$ cat config.mk
export PLATFORM = sky130hd
export DESIGN_NAME = i2c_register_transfer_master_top
export DESIGN_NICKNAME = d
export VERILOG_FILES = /design/src/hw/rtl/i2crm_pkg.sv /design/src/hw/rtl/i2c_register_transfer_master_top.sv /design/src/hw/rtl/i2crm_in_stage.sv /design/src/hw/rtl/i2crm_core.sv /design/src/hw/rtl/i2crm_out_stage.sv
export SDC_FILE = /design/constraint.sdc
export NUM_CORES = 1
export LEC_CHECK = 0
export ABC_AREA = 1
export BUFFER_PORTS_ARGS = -buffer_cell sky130_fd_sc_hd__buf_2
export CORE_UTILIZATION = 50
export CTS_CLUSTER_DIAMETER = 80
export DETAILED_ROUTE_END_ITERATION = 8
export PLACE_DENSITY_LB_ADDON = 0.3
export SYNTH_ARGS = -nofsm -noshare
export SYNTH_HDL_FRONTEND = slang
export SYNTH_HIERARCHICAL = 1
export SYNTH_SLANG_ARGS = --single-unit
$ cat constraint.sdc
create_clock -name clock -period 3.6 [get_ports clock]
set_clock_uncertainty 0.15 [all_clocks]
set_input_delay 0 -clock clock [delete_from_list [all_inputs] [get_ports clock]]
set_output_delay 0 -clock clock [all_outputs]
set_load 0.02 [all_outputs]
$ cat src/hw/rtl/i2crm_pkg.sv
// ----------------------------------------------------------------------------
// i2crm_pkg: shared types and codes of the i2c register transfer master
// item structs, request codes, sequencer phase and byte stage codes
// ----------------------------------------------------------------------------
package i2crm_pkg;

   // request codes
   localparam logic [1:0] REQ_TICK  = 2'd0;
   localparam logic [1:0] REQ_WRITE = 2'd1;
   localparam logic [1:0] REQ_READ  = 2'd2;

   // sequencer phases
   localparam int unsigned PHASE_W = 5;
   localparam logic [PHASE_W-1:0] PH_IDLE      = 5'd0;
   localparam logic [PHASE_W-1:0] PH_ST_SDA_HI = 5'd1;
   localparam logic [PHASE_W-1:0] PH_ST_SCL_HI = 5'd2;
   localparam logic [PHASE_W-1:0] PH_ST_SDA_LO = 5'd3;
   localparam logic [PHASE_W-1:0] PH_ST_SCL_LO = 5'd4;
   localparam logic [PHASE_W-1:0] PH_WB_SET    = 5'd5;
   localparam logic [PHASE_W-1:0] PH_WB_HI     = 5'd6;
   localparam logic [PHASE_W-1:0] PH_WB_LO     = 5'd7;
   localparam logic [PHASE_W-1:0] PH_WA_REL    = 5'd8;
   localparam logic [PHASE_W-1:0] PH_WA_HI     = 5'd9;
   localparam logic [PHASE_W-1:0] PH_WA_LO     = 5'd10;
   localparam logic [PHASE_W-1:0] PH_WB_LOAD   = 5'd11;
   localparam logic [PHASE_W-1:0] PH_RB_REL    = 5'd12;
   localparam logic [PHASE_W-1:0] PH_RB_HI     = 5'd13;
   localparam logic [PHASE_W-1:0] PH_RB_LO     = 5'd14;
   localparam logic [PHASE_W-1:0] PH_MA_SET    = 5'd15;
   localparam logic [PHASE_W-1:0] PH_MA_HI     = 5'd16;
   localparam logic [PHASE_W-1:0] PH_MA_LO     = 5'd17;
   localparam logic [PHASE_W-1:0] PH_SP_SDA_LO = 5'd18;
   localparam logic [PHASE_W-1:0] PH_SP_SCL_HI = 5'd19;
   localparam logic [PHASE_W-1:0] PH_SP_SDA_HI = 5'd20;

   // byte stages
   localparam logic [1:0] STG_ADDR_W = 2'd0;
   localparam logic [1:0] STG_REG    = 2'd1;
   localparam logic [1:0] STG_DATA   = 2'd2;
   localparam logic [1:0] STG_ADDR_R = 2'd3;

   localparam logic [2:0] LAST_BIT = 3'd7;

   typedef struct packed {
      logic [1:0] req_type;
      logic [6:0] slave_addr;
      logic [7:0] reg_addr;
      logic [7:0] length;
      logic [7:0] tx_byte;
      logic       sda_in;
   } req_item_type;

   typedef struct packed {
      logic       scl;
      logic       sda_out;
      logic       sda_listen;
      logic [7:0] rx_byte;
      logic       rx_valid;
      logic       want_byte;
      logic       busy_res;
      logic       done_res;
      logic       status;
   } rsp_item_type;

endpackage

$ cat src/hw/rtl/i2c_register_transfer_master_top.sv
// ----------------------------------------------------------------------------
// i2c_register_transfer_master_top: i2c master for register reads and writes
// input register, one-step bus sequencer, result register
// ----------------------------------------------------------------------------
// usage: send a begin item (write or read) carrying slave address, register
// address and byte count, then one tick item per bus step with the sampled
// sda level; every item, begin or tick, returns exactly one result item with
// the driven scl/sda levels and status flags. a write takes each data byte
// from tx_byte on the tick that follows a result with want_byte set; a read
// delivers each byte with rx_valid, acks all but the last and nacks the last.
// any nack from the device ends the transaction with a stop and status 1 on
// the done item. a begin while busy, or an unknown request code, is dropped
// and just returns the current line levels. timing: one item per clock
// while results are taken; an item lands in the input register at the edge
// that accepts it and its result is loaded into the result register as the
// item leaves the input register, once the result register is free. the
// sequencer state advances as an item leaves the input register, so items
// follow each other back to back. while a result waits to be taken the
// input register still takes one more item, then req_stall stays high until
// the waiting result moves on
// ----------------------------------------------------------------------------
module i2c_register_transfer_master_top (
   input  logic                    clock,
   input  logic                    reset,
   input  logic                    req_valid,
   output logic                    req_stall,
   input  i2crm_pkg::req_item_type req_item,
   output logic                    rsp_valid,
   input  logic                    rsp_stall,
   output i2crm_pkg::rsp_item_type rsp_item
);
   import i2crm_pkg::*;

   logic         held_valid;
   req_item_type held_item;
   rsp_item_type step_result;
   logic         out_free;
   logic         fire;

   // an item steps the sequencer only when the result register can take it
   assign fire = held_valid && out_free;

   // input register
   i2crm_in_stage u_in (
      .clock      (clock),
      .reset      (reset),
      .req_valid  (req_valid),
      .req_stall  (req_stall),
      .req_item   (req_item),
      .take       (fire),
      .held_valid (held_valid),
      .held_item  (held_item)
   );

   // bus sequencer, one line change per tick item
   i2crm_core u_core (
      .clock  (clock),
      .reset  (reset),
      .fire   (fire),
      .item   (held_item),
      .result (step_result)
   );

   // result register
   i2crm_out_stage u_out (
      .clock     (clock),
      .reset     (reset),
      .load      (fire),
      .result    (step_result),
      .free      (out_free),
      .rsp_valid (rsp_valid),
      .rsp_stall (rsp_stall),
      .rsp_item  (rsp_item)
   );

endmodule

$ cat src/hw/rtl/i2crm_in_stage.sv
// ----------------------------------------------------------------------------
// i2crm_in_stage: input register
// holds one request item until the sequencer takes it
// ----------------------------------------------------------------------------
module i2crm_in_stage (
   input  logic                   clock,
   input  logic                   reset,
   input  logic                   req_valid,
   output logic                   req_stall,
   input  i2crm_pkg::req_item_type req_item,
   input  logic                   take,
   output logic                   held_valid,
   output i2crm_pkg::req_item_type held_item
);
   import i2crm_pkg::*;

   logic         valid_ff;
   logic         valid_in;
   req_item_type item_ff;
   logic         load;

   // refill when empty or when the held item moves on
   assign load      = !valid_ff || take;
   assign req_stall = !load;
   assign valid_in  = load ? req_valid : valid_ff;

   always_ff @(posedge clock) begin
      if (reset) begin
         valid_ff <= 1'b0;
      end else begin
         valid_ff <= valid_in;
      end
   end

   always_ff @(posedge clock) begin
      if (load && req_valid) begin
         item_ff <= req_item;
      end
   end

   assign held_valid = valid_ff;
   assign held_item  = item_ff;

endmodule

$ cat src/hw/rtl/i2crm_core.sv
// ----------------------------------------------------------------------------
// i2crm_core: bus sequencer
// transaction state and the one line-change step taken per item
// ----------------------------------------------------------------------------
module i2crm_core (
   input  logic                    clock,
   input  logic                    reset,
   input  logic                    fire,
   input  i2crm_pkg::req_item_type item,
   output i2crm_pkg::rsp_item_type result
);
   import i2crm_pkg::*;

   logic [PHASE_W-1:0] phase_ff, phase_in;
   logic [2:0]         bit_count_ff, bit_count_in;
   logic [7:0]         shift_reg_ff, shift_reg_in;
   logic [7:0]         byte_count_ff, byte_count_in;
   logic [7:0]         txn_length_ff, txn_length_in;
   logic [6:0]         target_addr_ff, target_addr_in;
   logic [7:0]         register_addr_ff, register_addr_in;
   logic               is_read_ff, is_read_in;
   logic               line_scl_ff, line_scl_in;
   logic               line_sda_ff, line_sda_in;
   logic [1:0]         stage_ff, stage_in;
   logic               err_ff, err_in;

   logic [7:0] byte_count_inc;
   logic [7:0] rx_shift;
   logic       listen, rxv, want, done, stat;
   logic [7:0] rx;

   assign byte_count_inc = byte_count_ff + 8'd1;
   assign rx_shift       = {shift_reg_ff[6:0], item.sda_in};

   always_comb begin
      phase_in         = phase_ff;
      bit_count_in     = bit_count_ff;
      shift_reg_in     = shift_reg_ff;
      byte_count_in    = byte_count_ff;
      txn_length_in    = txn_length_ff;
      target_addr_in   = target_addr_ff;
      register_addr_in = register_addr_ff;
      is_read_in       = is_read_ff;
      line_scl_in      = line_scl_ff;
      line_sda_in      = line_sda_ff;
      stage_in         = stage_ff;
      err_in           = err_ff;
      listen = 1'b0;
      rxv    = 1'b0;
      want   = 1'b0;
      done   = 1'b0;
      stat   = 1'b0;
      rx     = 8'd0;

      if (item.req_type != REQ_TICK) begin
         // begin only from idle, anything else is dropped
         if ((item.req_type == REQ_WRITE || item.req_type == REQ_READ)
             && phase_ff == PH_IDLE) begin
            target_addr_in   = item.slave_addr;
            register_addr_in = item.reg_addr;
            txn_length_in    = item.length;
            is_read_in       = (item.req_type == REQ_READ);
            byte_count_in    = 8'd0;
            bit_count_in     = 3'd0;
            stage_in         = STG_ADDR_W;
            err_in           = 1'b0;
            phase_in         = PH_ST_SDA_HI;
         end
      end else begin
         unique case (phase_ff)
            PH_ST_SDA_HI: begin line_sda_in = 1'b1; phase_in = PH_ST_SCL_HI; end
            PH_ST_SCL_HI: begin line_scl_in = 1'b1; phase_in = PH_ST_SDA_LO; end
            PH_ST_SDA_LO: begin line_sda_in = 1'b0; phase_in = PH_ST_SCL_LO; end
            PH_ST_SCL_LO: begin
               line_scl_in  = 1'b0;
               shift_reg_in = {target_addr_ff, stage_ff == STG_ADDR_R};
               bit_count_in = 3'd0;
               phase_in     = PH_WB_SET;
            end
            PH_WB_SET: begin
               line_sda_in = shift_reg_ff[7];
               phase_in    = PH_WB_HI;
            end
            PH_WB_HI: begin line_scl_in = 1'b1; phase_in = PH_WB_LO; end
            PH_WB_LO: begin
               line_scl_in  = 1'b0;
               shift_reg_in = {shift_reg_ff[6:0], 1'b0};
               if (bit_count_ff == LAST_BIT) begin
                  bit_count_in = 3'd0;
                  phase_in     = PH_WA_REL;
               end else begin
                  bit_count_in = bit_count_ff + 3'd1;
                  phase_in     = PH_WB_SET;
               end
            end
            PH_WA_REL: begin line_sda_in = 1'b1; listen = 1'b1; phase_in = PH_WA_HI; end
            PH_WA_HI:  begin line_scl_in = 1'b1; listen = 1'b1; phase_in = PH_WA_LO; end
            PH_WA_LO: begin
               line_scl_in = 1'b0;
               listen      = 1'b1;
               if (item.sda_in) begin
                  // not acknowledged: straight to stop
                  err_in   = 1'b1;
                  phase_in = PH_SP_SDA_LO;
               end else begin
                  unique case (stage_ff)
                     STG_ADDR_W: begin
                        stage_in     = STG_REG;
                        shift_reg_in = register_addr_ff;
                        bit_count_in = 3'd0;
                        phase_in     = PH_WB_SET;
                     end
                     STG_REG: begin
                        if (is_read_ff) begin
                           stage_in = STG_ADDR_R;
                           phase_in = PH_ST_SDA_HI;
                        end else if (txn_length_ff == 8'd0) begin
                           phase_in = PH_SP_SDA_LO;
                        end else begin
                           stage_in = STG_DATA;
                           want     = 1'b1;
                           phase_in = PH_WB_LOAD;
                        end
                     end
                     STG_DATA: begin
                        byte_count_in = byte_count_inc;
                        if (byte_count_inc == txn_length_ff) begin
                           phase_in = PH_SP_SDA_LO;
                        end else begin
                           want     = 1'b1;
                           phase_in = PH_WB_LOAD;
                        end
                     end
                     STG_ADDR_R: begin
                        phase_in = (txn_length_ff == 8'd0) ? PH_SP_SDA_LO : PH_RB_REL;
                     end
                     default: phase_in = PH_IDLE;
                  endcase
               end
            end
            PH_WB_LOAD: begin
               shift_reg_in = item.tx_byte;
               bit_count_in = 3'd0;
               line_sda_in  = item.tx_byte[7];
               phase_in     = PH_WB_HI;
            end
            PH_RB_REL: begin
               line_sda_in  = 1'b1;
               listen       = 1'b1;
               shift_reg_in = 8'd0;
               bit_count_in = 3'd0;
               phase_in     = PH_RB_HI;
            end
            PH_RB_HI: begin line_scl_in = 1'b1; listen = 1'b1; phase_in = PH_RB_LO; end
            PH_RB_LO: begin
               line_scl_in  = 1'b0;
               listen       = 1'b1;
               shift_reg_in = rx_shift;
               if (bit_count_ff == LAST_BIT) begin
                  rx            = rx_shift;
                  rxv           = 1'b1;
                  byte_count_in = byte_count_inc;
                  bit_count_in  = 3'd0;
                  phase_in      = PH_MA_SET;
               end else begin
                  bit_count_in = bit_count_ff + 3'd1;
                  phase_in     = PH_RB_HI;
               end
            end
            PH_MA_SET: begin
               // nack after the last byte, ack otherwise
               line_sda_in = (byte_count_ff == txn_length_ff);
               phase_in    = PH_MA_HI;
            end
            PH_MA_HI: begin line_scl_in = 1'b1; phase_in = PH_MA_LO; end
            PH_MA_LO: begin
               line_scl_in = 1'b0;
               phase_in    = (byte_count_ff == txn_length_ff) ? PH_SP_SDA_LO : PH_RB_REL;
            end
            PH_SP_SDA_LO: begin line_sda_in = 1'b0; phase_in = PH_SP_SCL_HI; end
            PH_SP_SCL_HI: begin line_scl_in = 1'b1; phase_in = PH_SP_SDA_HI; end
            PH_SP_SDA_HI: begin
               line_sda_in = 1'b1;
               done        = 1'b1;
               stat        = err_ff;
               phase_in    = PH_IDLE;
            end
            default: phase_in = PH_IDLE;
         endcase
      end
   end

   always_comb begin
      result.scl        = line_scl_in;
      result.sda_out    = line_sda_in;
      result.sda_listen = listen;
      result.rx_byte    = rx;
      result.rx_valid   = rxv;
      result.want_byte  = want;
      result.busy_res   = (phase_in != PH_IDLE);
      result.done_res   = done;
      result.status     = stat;
   end

   always_ff @(posedge clock) begin
      if (reset) begin
         phase_ff         <= PH_IDLE;
         bit_count_ff     <= 3'd0;
         shift_reg_ff     <= 8'd0;
         byte_count_ff    <= 8'd0;
         txn_length_ff    <= 8'd0;
         target_addr_ff   <= 7'd0;
         register_addr_ff <= 8'd0;
         is_read_ff       <= 1'b0;
         line_scl_ff      <= 1'b1;
         line_sda_ff      <= 1'b1;
         stage_ff         <= STG_ADDR_W;
         err_ff           <= 1'b0;
      end else if (fire) begin
         phase_ff         <= phase_in;
         bit_count_ff     <= bit_count_in;
         shift_reg_ff     <= shift_reg_in;
         byte_count_ff    <= byte_count_in;
         txn_length_ff    <= txn_length_in;
         target_addr_ff   <= target_addr_in;
         register_addr_ff <= register_addr_in;
         is_read_ff       <= is_read_in;
         line_scl_ff      <= line_scl_in;
         line_sda_ff      <= line_sda_in;
         stage_ff         <= stage_in;
         err_ff           <= err_in;
      end
   end

endmodule

$ cat src/hw/rtl/i2crm_out_stage.sv
// ----------------------------------------------------------------------------
// i2crm_out_stage: result register
// holds one result item until downstream takes it
// ----------------------------------------------------------------------------
module i2crm_out_stage (
   input  logic                    clock,
   input  logic                    reset,
   input  logic                    load,
   input  i2crm_pkg::rsp_item_type result,
   output logic                    free,
   output logic                    rsp_valid,
   input  logic                    rsp_stall,
   output i2crm_pkg::rsp_item_type rsp_item
);
   import i2crm_pkg::*;

   logic         valid_ff, valid_in;
   rsp_item_type item_ff;

   // free when empty or being taken this cycle
   assign free     = !valid_ff || !rsp_stall;
   assign valid_in = load ? 1'b1 : (valid_ff && rsp_stall);

   always_ff @(posedge clock) begin
      if (reset) begin
         valid_ff <= 1'b0;
      end else begin
         valid_ff <= valid_in;
      end
   end

   always_ff @(posedge clock) begin
      if (load) begin
         item_ff <= result;
      end
   end

   assign rsp_valid = valid_ff;
   assign rsp_item  = item_ff;

endmodule

Word level (Yosys, flattened, before mapping)
Cells that the tools add are included.
{"block": "op_classes", "addsub": 2, "eq_ne": 37, "muxes": 50, "n_bitwise": 5, "n_reduce_logical": 40}
{"operator": "$pmux 5 s18", "n": 1}
{"operator": "$mux 8", "n": 7}
{"operator": "$pmux 8 s6", "n": 1}
{"operator": "$eq 5x4->1 const B", "n": 8}
{"operator": "$mux 5", "n": 8}
{"operator": "$eq 5x5->1 const B", "n": 5}
{"operator": "$eq 5x3->1 const B", "n": 4}
{"operator": "$pmux 5 s4", "n": 1}
{"operator": "$eq 8x8->1", "n": 2}
{"operator": "$pmux 8 s2", "n": 1}
{"operator": "$mux 3", "n": 5}
{"operator": "$mux 2", "n": 7}
{"operator": "$mux 1", "n": 13}
{"operator": "$reduce_and 6->1", "n": 2}
{"operator": "$reduce_or 6->1", "n": 2}
{"operator": "$eq 5x2->1 const B", "n": 2}
{"operator": "$reduce_and 5->1", "n": 2}
{"operator": "$reduce_or 2->1", "n": 5}
{"operator": "$pmux 3 s3", "n": 1}
{"operator": "$reduce_or 3->1", "n": 3}
{"operator": "$add 8x1->8 const B", "n": 1}
{"operator": "$logic_not 8->1", "n": 1}
{"operator": "$eq 2x2->1 const B", "n": 3}
{"operator": "$ne 2x2->1 const B", "n": 3}
{"operator": "other kinds (27)", "n": 46}
{"block": "word_totals", "reg_bits": 105, "in_bits": 38, "elab_cells": 163}

Logic depth before layout (Yosys ltp)
{"block": "logic_depth", "depth_word": 8, "mapped_depth": 16}

By module
Netlist, hierarchy kept.
{"mod": "i2crm_core", "n_inst": 1, "cells_each": 559, "area_per_inst_um2": 3684.8, "seq_area_each_um2": 1061.0}
{"mod": "i2crm_in_stage", "n_inst": 1, "cells_each": 41, "area_per_inst_um2": 1067.3, "seq_area_each_um2": 1041.0}
{"mod": "i2crm_out_stage", "n_inst": 1, "cells_each": 20, "area_per_inst_um2": 519.2, "seq_area_each_um2": 500.5}
{"mod": "i2c_register_transfer_master_top", "n_inst": 1, "cells_each": 2, "area_per_inst_um2": 7.5, "seq_area_each_um2": 0.0}

Worst setup path before layout
Ideal clock, no wire load.
{"block": "synth_path", "path_type": "reg2reg", "from": "register u_out.valid_ff (netlist: u_out/rsp_valid)", "to": "register u_in.item_ff (netlist bit u_in/held_item[0]) (enable)", "setup_time_ns": 0.425, "arrival_time_ns": 2.638, "required_time_ns": 3.025, "slack_ns": 0.387, "path_stages_with_launch": 8, "path_buffers": 0, "synth_period_minus_slack_ns": 3.213, "path_cell_list": "dfxtp_1 nand2_2 nand2_1 inv_1 inv_1 nand2_2 inv_2 nor2_1"}
{"block": "synth_between", "elab_chain_cells": 5}
{"element": "from (decl)", "line_no": "i2crm_out_stage.sv:17", "source": "logic valid_ff, valid_in;"}
{"element": "from (signal assigned)", "line_no": "i2crm_out_stage.sv:28", "source": "valid_ff <= valid_in;"}
{"element": "$logic_not 1->1", "line_no": "i2crm_out_stage.sv:21", "source": "assign free = !valid_ff || !rsp_stall;"}
{"element": "$logic_or 1x1->1", "line_no": "i2crm_out_stage.sv:21"}
{"element": "via out_free", "line_no": "i2c_register_transfer_master_top.sv:37", "source": "logic out_free;"}
{"element": "$logic_and 1x1->1", "line_no": "i2c_register_transfer_master_top.sv:41", "source": "assign fire = held_valid && out_free;"}
{"element": "via fire", "line_no": "i2c_register_transfer_master_top.sv:38", "source": "logic fire;"}
{"element": "$logic_or 1x1->1", "line_no": "i2crm_in_stage.sv:23", "source": "assign load = !valid_ff || take;"}
{"element": "$logic_and 1x1->1", "line_no": "i2crm_in_stage.sv:36", "source": "if (load && req_valid) begin"}
{"element": "to (signal assigned)", "line_no": "i2crm_in_stage.sv:37", "source": "item_ff <= req_item;"}
{"element": "to (decl)", "line_no": "i2crm_in_stage.sv:19", "source": "req_item_type item_ff;"}
The timed path passes the listed nets, and every way through them passes these cells.
A chain may end at the register's enable or synchronous reset.

Worst setup path in the final report
{"block": "layout_path", "from": "register u_core.phase_ff[1]", "to": "register u_core.byte_count_ff[4]"}
{"block": "layout_between", "elab_chain_cells": 4}
{"element": "from (decl)", "line_no": "i2crm_core.sv:14", "source": "logic [PHASE_W-1:0] phase_ff, phase_in;"}
{"element": "from (signal assigned)", "line_no": "i2crm_core.sv:220", "source": "phase_ff <= phase_in;"}
{"element": "$logic_not 5->1", "line_no": "i2crm_core.sv:58", "source": "&& phase_ff == PH_IDLE) begin"}
{"element": "$logic_and 1x1->1", "line_no": "i2crm_core.sv:58"}
{"element": "$ne 2x2->1 (no source line)"}
{"element": "$reduce_and 6->1 (no source line)"}
{"element": "to (signal assigned)", "line_no": "i2crm_core.sv:223", "source": "byte_count_ff <= byte_count_in;"}
{"element": "to (decl)", "line_no": "i2crm_core.sv:17", "source": "logic [7:0] byte_count_ff, byte_count_in;"}
Parallel ways exist; a longest one is shown, timed or not.

==> metrics.md <==
| Metric | Value |
|---|---|
| Hold depth | 2 |
| Initial Util | around half |
| Routability cong. | approximately 1.0 |
| Leak Pwr | ~2.5 nW |
| Placed cell area | around 5600 sq um |
| Post-route ant nets | 0 |
| Largest net degree at the start of global routing | 48 |
| Worst setup SP type | register |
| Commonest non-fill, non-tap cell in the layout | nand2_1 |
| Num ports | between 50 and 60 |
| Setup violations, final | 0 |
| Worst path cell trace | inv_2 -> nor2_4 -> inv_2 -> nor2_4 -> nand2_1 -> nor2_2 -> nor3_4 -> inv_2 -> o21ai_4 -> nor3_1 |
| Failing checks | design-rule violations |
| Post-synth top area cell | edfxtp_1 |
| Async SR Flop Fraction | 0% |
| Post-synth top area share | between 20% and 30% |
| WL final | about 13 mm |
| Share of layout cells above drive strength 1 | roughly 17% |
| Max_cap viols | 0 |
| Setup TNS Final | 0 ns |
| Max_slew headroom | a little under two fifths |
| Delay-heaviest family, CP | simple AND/OR/NAND/NOR gates |
| DR vias/cell | ~5.4 |
| WP data arrival | between 2 and 3 ns |
| Status | finished with violations |
| Synth warn | 6 |
| Post-synthesis sequential area ratio | between 40% and 50% |
| CTS max path bufs | 2 |
| Hold path start | req_item[12] |
| Area contributors post-synth | edfxtp_1 28%, dfxtp_1 21%, nand2_1 8.5%, nor2_1 5.4%, o21ai_0 5.0% |
| Worst hold path type | in2reg |
| Core ar. | 10,300 sq um |
| Worst-margin pin slew | between 0.9 and 1 ns |
| Setup bufs post-CTS | 0 |
| DR vias | about 4,600 |
| Worst skew pair latency | between 0.3 and 0.4 ns |
| Total power draw | roughly 0.0025 W |
| CTS Sinks | between 100 and 150 |
| Die Y | between 100 and 150 um |
| Post-synthesis register bit count | 105 |
| Htree depth | 3 |
| Area Overhead vs Synth | 17.6% |
| Synth Cell Area | around 5300 sq um |
| Final Critical Period | about 2.5 ns |
| GRT Resource Usage Total | between 20% and 30% |
| Max frequency | around 400 MHz |
| Tcrit/Tclk final | between 70% and 80% |
| Reg2Reg Depth | 10 |
| TritonRoute pass-1 iters | 7 |
| Clock Tree Root | clkbuf_8 |
| Worst path slowest cell | dfxtp_1 |
| DRC Markers | 1 |
| Synth Flop Type | dfxtp_1 |
| Fin. Hold Viols | 0 |
| CP bufs+invs | 3 |
| FF-to-FF Start | u_core/phase_ff[1] |
| Hold-fix buffers, CTS | 39 |
| Required time at the worst-slack endpoint | approximately 3.7 ns |
| Setup slack, reg-to-reg | approximately 1.1 ns |
| FF-to-FF End | u_core/byte_count_ff[4] |
| Number of synthesized flops with an enable pin | 50 |
| Count of cell types in the netlist | 46 |
| WL per Instance | roughly 15 um |
| Final nets | between 700 and 800 |
| Initial antenna violation count | 0 |
| Antenna Cells | 0 |
| Most frequent CP cell | inv_2 |
| Die X | roughly 100 um |
| Crit path max fanout | 11 |
| PD cells | just under 400 nW/um^2 |
| Worst-path clk slew | around 0.1 ns |
| Max-slew violations | 0 |
| CP endpoint kind | register |
| Max VDD drop | between 0.2 and 0.3 mV |
| Fin area | approximately 6200 sq um |
| Mapped Cells | between 600 and 700 |
| Unrepaired setup endpoints after global routing | false |
| Hold_ws | around 0.18 ns |
| FP Rows | 37 |
| Most frequent cells in the layout | 120 x nand2_1, 75 x nor2_1, 60 x inv_1, 55 x buf_2, 55 x dfxtp_1 |
| Max incr delay on CP | around 0.53 ns |
| Avg Cell Area, Syn | approximately 8.5 sq um |
| Post-CTS Resized | 0 |
| Critical path type | reg2reg |
| Die area | approximately 11,000 sq um |
| Iteration-0 DRC Markers | 222 |
| Number of global-route vias before repair | 4,290 |
| Synth Net Count | 670 |
| First-pass GRT wire length | around 21 mm |
| GRT overflow | 0 |
| Post-DP HPWL | ~8.7 mm |
| Worst hold endpoint | u_in/held_item[12] |
| CTS Buf Count | 9 |
| CTS tree | built |
| # port buffers | 55 |
layout make-up:
type	count	area, sq um
fillers	925	4070
flip-flops and latches	105	2600
multi-input cells	418	2230
repair buffers	100	711
inverters	70	280
well taps	136	170
clock buffers	10	138
clock inverters	6	73.8
worst max-delay path by stage:
stage,startpoint,endpoint,cells after the start
after detailed placement,u_core/phase_ff[1],u_core/byte_count_ff[4],10
final,u_core/phase_ff[1],u_core/byte_count_ff[4],10
after CTS,u_core/phase_ff[1],u_core/byte_count_ff[4],10
after floorplan,u_out/rsp_valid,u_in/held_item[0],7
after global placement,u_core/phase_ff[1],u_core/byte_count_ff[4],10
after global routing,u_core/phase_ff[1],u_core/byte_count_ff[4],10
registers in the layout (all words and copies together), names as in the netlist, 5 cells and up:
signal,count
u_core/shift_reg_ff,8
u_core/target_addr_ff,7
u_in/held_item,34
u_out/rsp_item,16
u_core/register_addr_ff,8
u_core/byte_count_ff,8
u_core/txn_length_ff,8
u_core/phase_ff,5
synth_stat cells (6+ instances only):
library cell and instances:
nor4_1 26, nand2_1 120, nor2_1 76, inv_2 8
ha_1 10, o21ai_0 53, a21oi_1 27, dfxtp_1 55
edfxtp_1 50, nand3_1 27, clkbuf_1 17, inv_1 60
buf_4 8, nand4_1 6, nor2_2 8, nor3_1 9
nand2_2 6
stage by stage:
step,util [%],worst slack (ns),std cells
global route,60.4,0.887,845
finish,60.4,1.05,845
global placement,54.6,1.22,790
detailed placement,54.6,1.12,790
CTS,60.4,1.09,845
floorplan,-,0.387,622
power by group:
group          internal [W]  switching [W]
sequential          0.00132      0.0000391
combinational      0.000124       0.000215
clock              0.000353       0.000419
kinds of logic after synthesis:
logic type / Yosys count / synth area share [%]
flops: 105 / 49.3
fa+ha+maj: 10 / 2.37
buf+inv: 99 / 8.44
compound gates: 108 / 12.3
simple gates: 293 / 26.4
xor+xnor: 7 / 1.16
routing by layer:
layer  GRT usage (%)  part of all wire [%]  wire length, um
met5               0                     0                0
met4            11.1                   2.7              353
met3            2.87                   6.5              834
met2            40.6                    47             6040
met1            32.0                    44             5610
Note: power is estimated with default switching activity, not from simulation.
